<file path="src/hdl/bcu_pkg.sv">
package bcu_pkg;

	localparam int unsigned MAX_N      = 29;
	localparam int unsigned IDX_W      = 5;
	localparam int unsigned COEF_W     = 27;
	localparam int unsigned PROD_W     = 64;
	localparam int unsigned DEN_W      = 37;
	localparam int unsigned REM_W      = DEN_W + 1;
	localparam int unsigned CNT_W      = 5;
	localparam logic [CNT_W-1:0] DIV_LAST = CNT_W'(COEF_W - 1);

	typedef struct packed {
		logic load;
		logic mul_step;
		logic div_load;
		logic div_step;
		logic finish;
	} cmd_t;

	typedef struct packed {
		logic inv;
		logic mul_done;
		logic div_last;
	} stat_t;

	// s! for the smaller side, s <= 14 on every valid item
	function automatic logic [DEN_W-1:0] fact(input logic [3:0] s);
		logic [DEN_W-1:0] f;
		unique case (s)
			4'd0:    f = 37'd1;
			4'd1:    f = 37'd1;
			4'd2:    f = 37'd2;
			4'd3:    f = 37'd6;
			4'd4:    f = 37'd24;
			4'd5:    f = 37'd120;
			4'd6:    f = 37'd720;
			4'd7:    f = 37'd5040;
			4'd8:    f = 37'd40320;
			4'd9:    f = 37'd362880;
			4'd10:   f = 37'd3628800;
			4'd11:   f = 37'd39916800;
			4'd12:   f = 37'd479001600;
			4'd13:   f = 37'd6227020800;
			4'd14:   f = 37'd87178291200;
			default: f = 37'd1;
		endcase
		return f;
	endfunction

endpackage

</file>
<file path="src/hdl/bcu_ctrl.sv">
module bcu_ctrl (
	input  logic           clk,
	input  logic           arst_n,
	input  logic           start,
	input  bcu_pkg::stat_t stat,
	output bcu_pkg::cmd_t  cmd,
	output logic           busy,
	output logic           done
);

	localparam logic [1:0] ST_IDLE = 2'd0;
	localparam logic [1:0] ST_MUL  = 2'd1;
	localparam logic [1:0] ST_DIV  = 2'd2;
	localparam logic [1:0] ST_FIN  = 2'd3;

	logic [1:0] state_q;
	logic [1:0] state_d;
	logic       done_q;

	always_comb begin
		state_d = state_q;
		cmd     = '0;
		unique case (state_q)
			ST_IDLE: begin
				if (start) begin
					cmd.load = 1'b1;
					state_d  = ST_MUL;
				end
			end
			ST_MUL: begin
				priority if (stat.inv) begin
					cmd.finish = 1'b1;
					state_d    = ST_IDLE;
				end else if (stat.mul_done) begin
					cmd.div_load = 1'b1;
					state_d      = ST_DIV;
				end else begin
					cmd.mul_step = 1'b1;
				end
			end
			ST_DIV: begin
				cmd.div_step = 1'b1;
				if (stat.div_last) begin
					state_d = ST_FIN;
				end
			end
			ST_FIN: begin
				cmd.finish = 1'b1;
				state_d    = ST_IDLE;
			end
			default: state_d = ST_IDLE;
		endcase
	end

	always_ff @(posedge clk or negedge arst_n) begin
		if (!arst_n) begin
			state_q <= ST_IDLE;
			done_q  <= 1'b0;
		end else begin
			state_q <= state_d;
			done_q  <= cmd.finish;
		end
	end

	assign busy = (state_q != ST_IDLE);
	assign done = done_q;

endmodule

</file>
<file path="src/hdl/bcu_dp.sv">
module bcu_dp #(
	parameter int unsigned MAX_N = bcu_pkg::MAX_N
) (
	input  logic                        clk,
	input  logic [bcu_pkg::IDX_W-1:0]   row_n,
	input  logic [bcu_pkg::IDX_W-1:0]   col_k,
	input  bcu_pkg::cmd_t               cmd,
	output bcu_pkg::stat_t              stat,
	output logic [bcu_pkg::COEF_W-1:0]  coefficient,
	output logic                        invalid
);

	logic [bcu_pkg::IDX_W-1:0]  n_q;
	logic [bcu_pkg::IDX_W-1:0]  fac_q;
	logic                       inv_q;
	logic [bcu_pkg::PROD_W-1:0] prod_q;
	logic [bcu_pkg::DEN_W-1:0]  den_q;
	logic [bcu_pkg::REM_W-1:0]  rem_q;
	logic [bcu_pkg::COEF_W-1:0] quo_q;
	logic [bcu_pkg::CNT_W-1:0]  cnt_q;
	logic [bcu_pkg::COEF_W-1:0] coef_q;
	logic                       invalid_q;

	logic [bcu_pkg::IDX_W-1:0]  rest;
	logic [bcu_pkg::IDX_W-1:0]  big;
	logic [bcu_pkg::IDX_W-1:0]  small_s;
	logic [bcu_pkg::REM_W-1:0]  trial;
	logic [bcu_pkg::REM_W-1:0]  diff;
	logic                       qbit;

	assign rest    = row_n - col_k;
	assign big     = (rest > col_k) ? rest : col_k;
	assign small_s = (rest > col_k) ? col_k : rest;

	// restoring division, one quotient bit a cycle
	assign trial = {rem_q[bcu_pkg::DEN_W-1:0], quo_q[bcu_pkg::COEF_W-1]};
	assign diff  = trial - {1'b0, den_q};
	assign qbit  = (trial >= {1'b0, den_q});

	always_ff @(posedge clk) begin
		if (cmd.load) begin
			n_q    <= row_n;
			fac_q  <= big + 5'd1;
			inv_q  <= (col_k > row_n) || (row_n > bcu_pkg::IDX_W'(MAX_N));
			prod_q <= 64'd1;
			den_q  <= bcu_pkg::fact(small_s[3:0]);
		end
		if (cmd.mul_step) begin
			prod_q <= prod_q * {{(bcu_pkg::PROD_W-bcu_pkg::IDX_W){1'b0}}, fac_q};
			fac_q  <= fac_q + 5'd1;
		end
		if (cmd.div_load) begin
			// quotient fits COEF_W bits, so the high part is already below the divisor
			rem_q <= {1'b0, prod_q[bcu_pkg::PROD_W-1:bcu_pkg::COEF_W]};
			quo_q <= prod_q[bcu_pkg::COEF_W-1:0];
			cnt_q <= bcu_pkg::DIV_LAST;
		end
		if (cmd.div_step) begin
			rem_q <= qbit ? diff : trial;
			quo_q <= {quo_q[bcu_pkg::COEF_W-2:0], qbit};
			cnt_q <= cnt_q - 5'd1;
		end
		if (cmd.finish) begin
			coef_q    <= inv_q ? '0 : quo_q;
			invalid_q <= inv_q;
		end
	end

	assign stat.inv      = inv_q;
	assign stat.mul_done = (fac_q > n_q);
	assign stat.div_last = (cnt_q == '0);

	assign coefficient = coef_q;
	assign invalid     = invalid_q;

endmodule

</file>
<file path="src/hdl/binomial_coefficient_unit_core.sv">
// channel   signals                        transfer
// request   start, busy, row_n, col_k      edge with start high and busy low
// result    done, coefficient, invalid     edge ending the single cycle done is high
//
// Valid request: busy through s multiply steps, s = min(k, n-k) (at most 14 multiply
// steps on a 64x5 multiplier), then 27 restoring-division steps; done follows.
// Invalid request (k > n or n > 29): busy for one cycle, then done.
// A new request may be taken in the cycle done is shown.
// Reset clears only the controller; the receiver cannot stall a result.
module binomial_coefficient_unit_core #(
	parameter int unsigned MAX_N = bcu_pkg::MAX_N
) (
	input  logic                       clk,
	input  logic                       arst_n,
	input  logic                       start,
	output logic                       busy,
	input  logic [bcu_pkg::IDX_W-1:0]  row_n,
	input  logic [bcu_pkg::IDX_W-1:0]  col_k,
	output logic                       done,
	output logic [bcu_pkg::COEF_W-1:0] coefficient,
	output logic                       invalid
);

	bcu_pkg::cmd_t  cmd;
	bcu_pkg::stat_t stat;

	bcu_ctrl u_ctrl (
		.clk    (clk),
		.arst_n (arst_n),
		.start  (start),
		.stat   (stat),
		.cmd    (cmd),
		.busy   (busy),
		.done   (done)
	);

	bcu_dp #(
		.MAX_N (MAX_N)
	) u_dp (
		.clk         (clk),
		.row_n       (row_n),
		.col_k       (col_k),
		.cmd         (cmd),
		.stat        (stat),
		.coefficient (coefficient),
		.invalid     (invalid)
	);

endmodule

</file>
<file path="config.mk">
export PLATFORM = sky130hd
export DESIGN_NAME = binomial_coefficient_unit_core
export DESIGN_NICKNAME = d
export VERILOG_FILES = /design/src/hdl/bcu_pkg.sv /design/src/hdl/bcu_ctrl.sv /design/src/hdl/bcu_dp.sv /design/src/hdl/binomial_coefficient_unit_core.sv
export SDC_FILE = /design/constraint.sdc
export NUM_CORES = 1
export LEC_CHECK = 0
export BUFFER_PORTS_ARGS = -buffer_cell sky130_fd_sc_hd__clkbuf_2
export CORE_MARGIN = 10
export CORE_UTILIZATION = 25
export DETAILED_ROUTE_END_ITERATION = 8
export HOLD_SLACK_MARGIN = 0.15
export SLEW_MARGIN = 20
export SYNTH_ARGS = -nofsm -noshare
export SYNTH_HDL_FRONTEND = slang
export SYNTH_SLANG_ARGS = --single-unit
export TNS_END_PERCENT = 10
</file>
<file path="constraint.sdc">
create_clock -name clk -period 9.5 [get_ports clk]
set_input_delay 0.95 -clock clk [delete_from_list [all_inputs] [get_ports clk]]
set_output_delay 0.95 -clock clk [all_outputs]
set_load 0.01 [all_outputs]
</file>
==> metrics list, run 1 <==
- Summing the sequential cell areas from Yosys gives 29.5% of the chip area.
* Vias: approximately 15000
* Share of the cycle needed by the critical path after routing: ~63%
- Summed over all instances, the cell type with the most area after synthesis is edfxtp_1.
* Critical path class: register to register
- Based on the critical path, the design can be clocked at up to roughly 0.17 GHz.
* H-tree lvl count: 1
- Distinct cell type count of the synthesized netlist: 72
- Counting every net in the synthesized netlist gives about 2600.
- Entering global routing, the biggest net connects 73 pins.
- Subtracting the final worst setup slack from the clock period gives about 6 ns.
* Post-Synthesis Mean Instance Area: about 9 µm²
- The synthesized netlist occupies a cell area of between 0.02 and 0.025 mm².
* Clock slew seen by the registers of the worst setup and hold paths: 0.07 ns
- TritonCTS built the clock tree.
- Initial cell density of the core: between 20 and 30%
- Number of top-level pins: 43
- Port buffering added 42 buffers.
- The die covers between 0.09 and 0.1 mm².
- At the worst endpoint, the required time is about 10 ns.
- STA puts the critical path data arrival time at between 6 and 7 ns.
- Die height: a little over 300 µm
- First-pass iteration count of the detailed router: 5
- Counting every instance in the synthesized netlist gives approximately 2300.
- In this run, synthesis inferred 200 flip-flops with an integrated enable.
* CTS max path bufs: 3
- In this run the worst path has a maximum fanout of 24.
* Number of fill cells: 8804
- The flow ran to the end, and the final reports show no timing, DRC or antenna violations.
- Dominant register cell in the synthesized netlist: edfxtp_1
- Area delta synth->final: 10.5%
- Clock root buffer master: clkbuf_16
- Initial antenna violation count: 0
* Total Negative Setup Slacks: 0 ns
* Max Slew Vio Count: 0
- After detailed routing, the number of remaining DRC violations is 0.
- Share of layout cells above drive strength 1: around 5.7%
- Post-CTS setup buffer count: 0
- Width of the chip: approximately 300 µm
- Max-cap violations in this run came to 0.
- Biggest area contributors in the synthesized netlist: edfxtp_1 29%, fa_1 18%, and2_1 7.5%
* Async SR Flop Fraction: under 10%
- Final Net Count: about 2600
- Type of element launching the critical path: register
- Average wire per cell in the routed design: 15.4 µm
- Type of destination of the critical path: register
* Total Routed Length: around 51000 µm
- In this run the remaining antenna-violating nets after routing total 0.
- Worst-Skew Late Latency: roughly 0.55 ns
* Number of violations reported at the end of detailed-routing iteration 0: around 950
- During synthesis, Yosys emitted a total of 0 warnings.
- Number of hold buffers added after CTS: 0
- The number of hold-slack violations in the final timing report was 0.
* Hold Path Class: primary input to asynchronous set/reset pin
- Worst slew margin relative to its limit: roughly 28%
- Detailed placement finished with a half-perimeter wire length of between 30000 and 40000 µm.
- In this run the standard cell core region covers between 0.08 and 0.09 mm².
- The synthesized design contains ~200 register bits.
- The via count of the first global-routing pass came to between 15000 and 20000.
* Worst Skew: about 0.018 ns
* Final RePlAce weighted congestion: 0.862
- Setup repair after global routing left no endpoint under its margin.
- Area share of the leading cell type in the synthesized netlist: approximately 29%
- Once the clock tree was built, the resizer swapped 0 gates to a different size.
- Count of final setup violators: 0
* Overall overflow remaining after global route: 0
- For the pin with the worst max-slew slack, the measured transition is 1.08 ns.
- The number of antenna diodes in the final layout is 0.
* Rows: ~110
* Detail-routed via count per cell: 4.63
- The number of clock buffers added by TritonCTS is 24.
- The clock net in this run drives a total of ~200 sinks.
* Global router's overall resource usage: approximately 11%
* First-pass GRT wire length: between 80000 and 90000 µm
## kinds of logic after synthesis
family	after synthesis	synth area share (%)
multiplexers	33	1.61
AO/OA/AOI/OAI	404	12.4
adder cells (fa/ha/maj)	304	25.0
XOR/XNOR	102	4.33
buffers and inverters	385	7.24
flip-flops	203	29.5
AND/OR/NAND/NOR	831	19.9
## Yosys cell counts (3+ instances only)
cell type	instances
nor3b_1	4
o21bai_1	16
dfrtp_1	3
mux2i_1	32
a21oi_1	121
a41oi_1	3
fa_1	181
nand2b_1	15
buf_2	4
a31oi_1	10
a21boi_0	5
xor2_1	36
nor3_1	14
xnor2_1	66
and3_1	11
buf_6	3
a2111oi_0	3
a211oi_1	10
edfxtp_1	200
a221o_1	4
a211o_1	4
o31ai_1	5
or3_1	4
nand4_1	27
nand2_1	281
or4_1	3
o21ai_0	97
clkbuf_1	88
o21ai_1	8
nand3_1	24
and2_1	248
buf_1	6
o211ai_1	4
o21a_1	12
nor4_1	5
inv_1	281
nor2_1	144
o221ai_1	3
nor2b_1	43
a21o_1	68
ha_1	123
## path summary, 6_finish.rpt
| check | startpoint | end | slack (ns) | depth (start not counted) |
|---|---|---|---|---|
| setup / recovery | u_dp.fac_q[3]$_DFFE_PP_ | u_dp.prod_q[60]$_SDFFCE_PN0P_ | 3.52 | 16 |
| hold reg to reg | u_dp.quo_q[19]$_DFFE_PP_ | u_dp.quo_q[20]$_DFFE_PP_ | 0.53 | 2 |
| setup reg to reg | u_dp.fac_q[3]$_DFFE_PP_ | u_dp.prod_q[60]$_SDFFCE_PN0P_ | 3.52 | 16 |
| hold / removal | arst_n | u_ctrl.state_q[0]$_DFFE_PN0P_ | 0.19 | 1 |
| min in group clk | u_dp.quo_q[19]$_DFFE_PP_ | u_dp.quo_q[20]$_DFFE_PP_ | 0.53 | 2 |
| max in group asynchronous | arst_n | u_ctrl.done$_DFF_PN0_ | 9.19 | 1 |
## metal layers
metal / GRT usage, % / vias to the layer above / wire length (µm)
met5: 0 / - / 0
met1: 15.0 / 7607 / 23900
met3: 1.31 / 66 / 2440
li1: - / 7442 / -
met4: 2.76 / 0 / 1070
met2: 18.1 / 325 / 24000
## cell usage in the layout, fill, tap and decap left out, types with 4 or more instances in the layout
cell and count:
nand2_1 281, inv_1 281, and2_1 248, edfxtp_1 200, fa_1 181, nor2_1 143, ha_1 123, a21oi_1 121
o21ai_0 95, a21o_1 68, xnor2_1 66, clkbuf_2 42, nor2b_1 40, xor2_1 36, mux2i_1 32, nand4_1 27
clkbuf_16 25, nand3_1 23, buf_4 21, o21bai_1 16, nand2b_1 14, nor3_1 14, o21a_1 12, and3_1 11
a31oi_1 10, a211oi_1 10, o21ai_1 8, a21boi_0 5, nor4_1 5, o31ai_1 5, clkinvlp_4 5, nor3b_1 4
or3_1 4, o211ai_1 4, a211o_1 4, a221o_1 4
## layout make-up
cell class	instances	area [µm²]	share of cell area, %
multi-input combinational	1674	13100	57.5
sequential	203	6080	26.7
tap	1070	1340	5.87
inverter	281	1050	4.63
clock buffer	27	653	2.86
timing repair buffer	63	368	1.61
clock inverter	17	185	0.812
## flip-flops by register name, summed over array words and instances, names as in the netlist, named ones only
register / flops
u_dp.den_q: 28
u_dp.quo_q: 27
u_dp.n_q: 5
u_dp.invalid: 1
u_dp.prod_q: 64
u_ctrl.done: 1
u_dp.rem_q: 37
u_dp.fac_q: 5
u_ctrl.state_q: 1
u_dp.inv_q: 1
u_dp.cnt_q: 5
u_dp.coefficient: 27
## critical path: stages (launching register included)
cell      delay [ns]
edfxtp_1        0.70
buf_4           0.37
and2_1          0.20
fa_1            0.46
fa_1            0.52
fa_1            0.49
ha_1            0.39
a21o_1          0.22
a211o_1         0.34
a211oi_1        0.42
o211a_1         0.28
a21o_1          0.15
a21oi_1         0.11
o21ai_0         0.54
a211oi_1        0.20
nor3_1          0.22
nor3b_1         0.07
## per-stage QoR
| step | instance area (µm²) | hold WS [ns] | setup slack [ns] | instances | util [%] |
|---|---|---|---|---|---|
| global route | 22800 | 0.183 | 3.16 | 3335 | 27.8 |
| detailed placement | 22000 | 0.514 | 3.68 | 3291 | 26.8 |
| global placement | 22000 | 0.516 | 3.67 | 3291 | 26.8 |
| CTS | 22800 | 0.171 | 3.61 | 3335 | 27.8 |
| floorplan | 20600 | 0.424 | 2.43 | 2262 | - |
| finish | 22800 | 0.195 | 3.52 | 3335 | 27.8 |
Power of run 1 is left out: the tool's default activity adds up to more than one toggle a clock period on the data nets, which glitch-free logic cannot reach.
==> inputs of run 2 (changes only) <==
--- a/config.mk
+++ b/config.mk
@@ -5,6 +5,7 @@
 export SDC_FILE = /design/constraint.sdc
 export NUM_CORES = 1
 export LEC_CHECK = 0
+export ABC_AREA = 1
 export BUFFER_PORTS_ARGS = -buffer_cell sky130_fd_sc_hd__clkbuf_2
 export CORE_MARGIN = 10
 export CORE_UTILIZATION = 25
==> constraint.sdc (replaced) <==
create_clock -name clk -period 6.3 [get_ports clk]
set_input_delay 0.63 -clock clk [delete_from_list [all_inputs] [get_ports clk]]
set_output_delay 0.63 -clock clk [all_outputs]
set_load 0.01 [all_outputs]
==> run 2 against run 1 <==
  * Hold slack improved by 0.060 ns
  * Sequential share of layout area fell by 3.1 points
  * Flip-flop and latch count did not move
  * Synthesized cell count rose by 48%
  * Cell count rose by 39%
  * Worst setup slack got worse by 2.4 ns
  * Clock skew rose by 0.032 ns
  * Die area rose by 11%
  * Design area rose by 13%
==> metrics list, run 2 <==
- Outcome: complete, no violations (unchanged)
* Biggest area contributors in the synthesized netlist: edfxtp_1 26%, nand2_1 17%, fa_1 16% (was edfxtp_1 29%, fa_1 18%, and2_1 7.5%)
- CTS max path bufs: 3 (unchanged)
- The number of cells produced by synthesis is 3349 (was 2262).
- Highest clock rate: 0.195 GHz (was 0.167 GHz)
* Count of maximum capacitance violations: 0 (unchanged)
- Async SR Flop Fraction: 1.48% (unchanged)
* Minimum clock period after layout: 5.13 ns (was 5.98 ns)
- Highest-count cells in the layout ignoring fill and taps: 1033 x nand2_1, 829 x inv_1, 303 x nor2_1 (was 281 x nand2_1, 281 x inv_1, 248 x and2_1)
* H-tree lvl count: 1 (unchanged)
- The count of buffers inserted at the top-level ports was 42 (unchanged).
- Warnings from Yosys: 0 (unchanged)
- The post-detailed-route wirelength per cell was 14.9 µm (was 15.4 µm).
* Dominant register cell in the synthesized netlist: edfxtp_1 (unchanged)
* Worst slew margin relative to its limit: 29.2% (was 28.1%)
- The half-perimeter wire length after placement is 55800 µm (was 38800 µm).
* Mapped Area: 0.0231 mm² (was 0.0206 mm²)
- Initial cell density of the core: 25.2% (about the same)
- Setup repair after global routing missed its margin: false (unchanged)
* Number of global-route vias before repair: 20725 (was 15626)
- The type of the setup path with the least slack is register to register (unchanged).
- The sequential-to-total area share from yosys stat was 26.3% (was 29.5%).
- The initial antenna violation count came to 0 (unchanged).
* Number of flip-flops under the largest register name: 64 (unchanged)
- First-pass GRT wire length: 113000 µm (was 85600 µm)
* Top-count cell post-synth: nand2_1
* Global router's overall resource usage: 13.0% (was 10.9%)
- The setup clock skew after layout is 0.0499 ns (was 0.0181 ns).
* Post-synth top area cell: edfxtp_1 (unchanged)
- The routed via count divided by cell count came to 4.37 (was 4.63).
- The die span in y was 324 µm (was 307 µm).
- The data arrival time of the worst path came to 5.44 ns (was 6.27 ns).
- Total Negative Setup Slacks: 0 ns (unchanged)
* Final Net Count: 3686 (was 2564)
- Number of hold buffers added after CTS: 1 (was 0)
* CTS sink cnt: 203 (unchanged)
* Type of element launching the critical path: register (unchanged)
- Number of violations reported at the end of detailed-routing iteration 0: 1534 (was 952)
* Number of top-level pins: 43 (unchanged)
- The number of cells in the finished layout apart from fillers was 4634 (was 3335).
- Standard cell core area: 0.0918 mm² (was 0.0820 mm²)
* Post-Synthesis Mean Instance Area: 6.91 µm² (was 9.13 µm²)
- Hold Path Class: primary input to register (was primary input to asynchronous set/reset pin)
- Placed inst area: 0.0247 mm² (was 0.0220 mm²)
* Cell types with the highest counts after synthesis: 1034 x nand2_1, 830 x inv_1, 306 x nor2_1 (was 281 x inv_1, 281 x nand2_1, 248 x and2_1)
- The number of placed instances with taps included came to 4580 (was 3291).
* Post-cts resize count: 0 (unchanged)
- The remaining global-route overflow is 0 (unchanged).
- Max Slew Vio Count: 0 (unchanged)
- The vias after detailed routing is 20266 (was 15440).
- The data required time of the critical path came to 6.61 ns (was 9.79 ns).
- Worst-Skew Late Latency: 0.60 ns (was 0.55 ns)
- The CTS buffer count is 28 (was 24).
* Type of destination of the critical path: register (unchanged)
- Largest registers: u_dp.prod_q (64), u_dp.rem_q (37), u_dp.den_q (28) (unchanged)
- The clock-pin slew of the registers on the worst-case setup and hold paths was 0.06 ns (was 0.07 ns).
- The number of distinct library cells after synthesis came to 48 (was 72).
* Most frequent standard cell in the layout excluding fill and tap cells: nand2_1
* Post-Layout Inst Area: 0.0258 mm² (was 0.0228 mm²)
- The area of the die was 0.105 mm² (was 0.0945 mm²).
- The maximum fanout along the worst path came to 34 (was 24).
- Area share of the leading cell type in the synthesized netlist: 25.9% (was 29.1%)
- The number of buffers inserted to repair setup after CTS is 0 (unchanged).
* Register containing the most flip-flops in the final layout: u_dp.prod_q (unchanged)
- The placer's final routability congestion estimate was 0.975 (was 0.862).
* CTS tree: yes (unchanged)
* First-pass iteration count of the detailed router: 5 (unchanged)
- Total Routed Length: 69100 µm (was 51400 µm)
- The actual slew at the worst max-slew pin was 1.06 ns (was 1.08 ns).
* Clock root buffer master: clkbuf_16 (unchanged)
* Count of final setup violators: 0 (unchanged)
- Detailed-route DRC error count: 0 (unchanged)
- Share of layout cells above drive strength 1: 4.60% (was 5.74%)
* Post-synth EDFFs: 200 (unchanged)
- The die width is 324 µm (was 307 µm).
* Rows: 111 (was 105)
* Share of the cycle needed by the critical path after routing: 81.4% (was 62.9%)
* Final worst hold slack: 0.255 ns (was 0.195 ns)
- The count of inserted antenna diode cells was 0 (unchanged).
* Number of cells traversed by the worst hold path: 1
- The post-synth net total is 3666 (was 2579).
- The flip-flop and latch count after synthesis was 203 (unchanged).
- Area delta synth->final: 11.3% (was 10.5%)
- The number of nets with antenna violations after detailed routing came to 0 (unchanged).
- The worst reg-to-reg path cell count was 21 (was 16).
* Final hold violation count: 0 (unchanged)
- The largest net degree at the start of global routing came to 70 (was 73).
-- run 2: cell families after synthesis --
family	after synthesis	synth area share [%]
XOR/XNOR	31	1.17
AND/OR/NAND/NOR	1571	27.6
buffers and inverters	906	15.0
AO/OA/AOI/OAI	334	7.69
adder cells (fa/ha/maj)	304	22.3
flip-flops	203	26.3
-- run 2: critical path, stage by stage, from the launching register on --
cell	delay (ns)
edfxtp_1	0.38
buf_4	0.35
buf_4	0.43
nand2_1	0.09
inv_1	0.08
fa_1	0.46
fa_1	0.57
inv_1	0.06
fa_1	0.53
inv_1	0.05
ha_1	0.35
nand2_1	0.11
nor2_1	0.16
inv_1	0.09
nor2_1	0.32
inv_1	0.10
nor2_1	0.16
nand3_1	0.09
nand3_1	0.23
nand2_1	0.08
nand2_1	0.06
nor2_1	0.06
-- run 2: area by class of cell --
cell class | count | area [µm²]
Sequential cell | 203 | 6080
Multi-Input combinational cell | 2240 | 13600
Fill cell | 10162 | 66000
Clock inverter | 18 | 249
Clock buffer | 34 | 763
Tap cell | 1243 | 1560
Timing Repair Buffer | 60 | 355
Inverter | 836 | 3140
-- run 2: worst paths after layout --
path,start,endpoint,slack (ns)
max,u_dp.fac_q[2]$_DFFE_PP_,u_dp.prod_q[44]$_SDFFCE_PN0P_,1.17
min in group asynchronous,arst_n,asynchronous set/reset pin,0.37
min reg2reg,u_dp.quo_q[19]$_DFFE_PP_,u_dp.coefficient[19]$_SDFFCE_PP0P_,0.54
max in group asynchronous,arst_n,u_ctrl.done$_DFF_PN0_,5.80
min,row_n[0],u_dp.n_q[0]$_DFFE_PP_,0.25
max reg2reg,u_dp.fac_q[2]$_DFFE_PP_,u_dp.prod_q[44]$_SDFFCE_PN0P_,1.17
-- run 2: through the flow --
step,utilization (%),worst slack (ns)
2_1_floorplan,-,0.186
3_3_place_gp,26.9,1.33
3_5_place_dp,26.9,1.27
4_1_cts,28.1,1.20
5_1_grt,28.1,0.761
6_report,28.1,1.17
-- run 2: routing by layer --
| layer | wire, µm | up-vias | GRT usage [%] |
|---|---|---|---|
| met5 | 0 | - | 0 |
| met4 | 2370 | 0 | 4.45 |
| met3 | 3250 | 112 | 1.18 |
| met2 | 32600 | 484 | 22.4 |
| met1 | 30900 | 9497 | 16.8 |
| li1 | - | 10173 | - |
Power of run 2 is left out for the same reason.
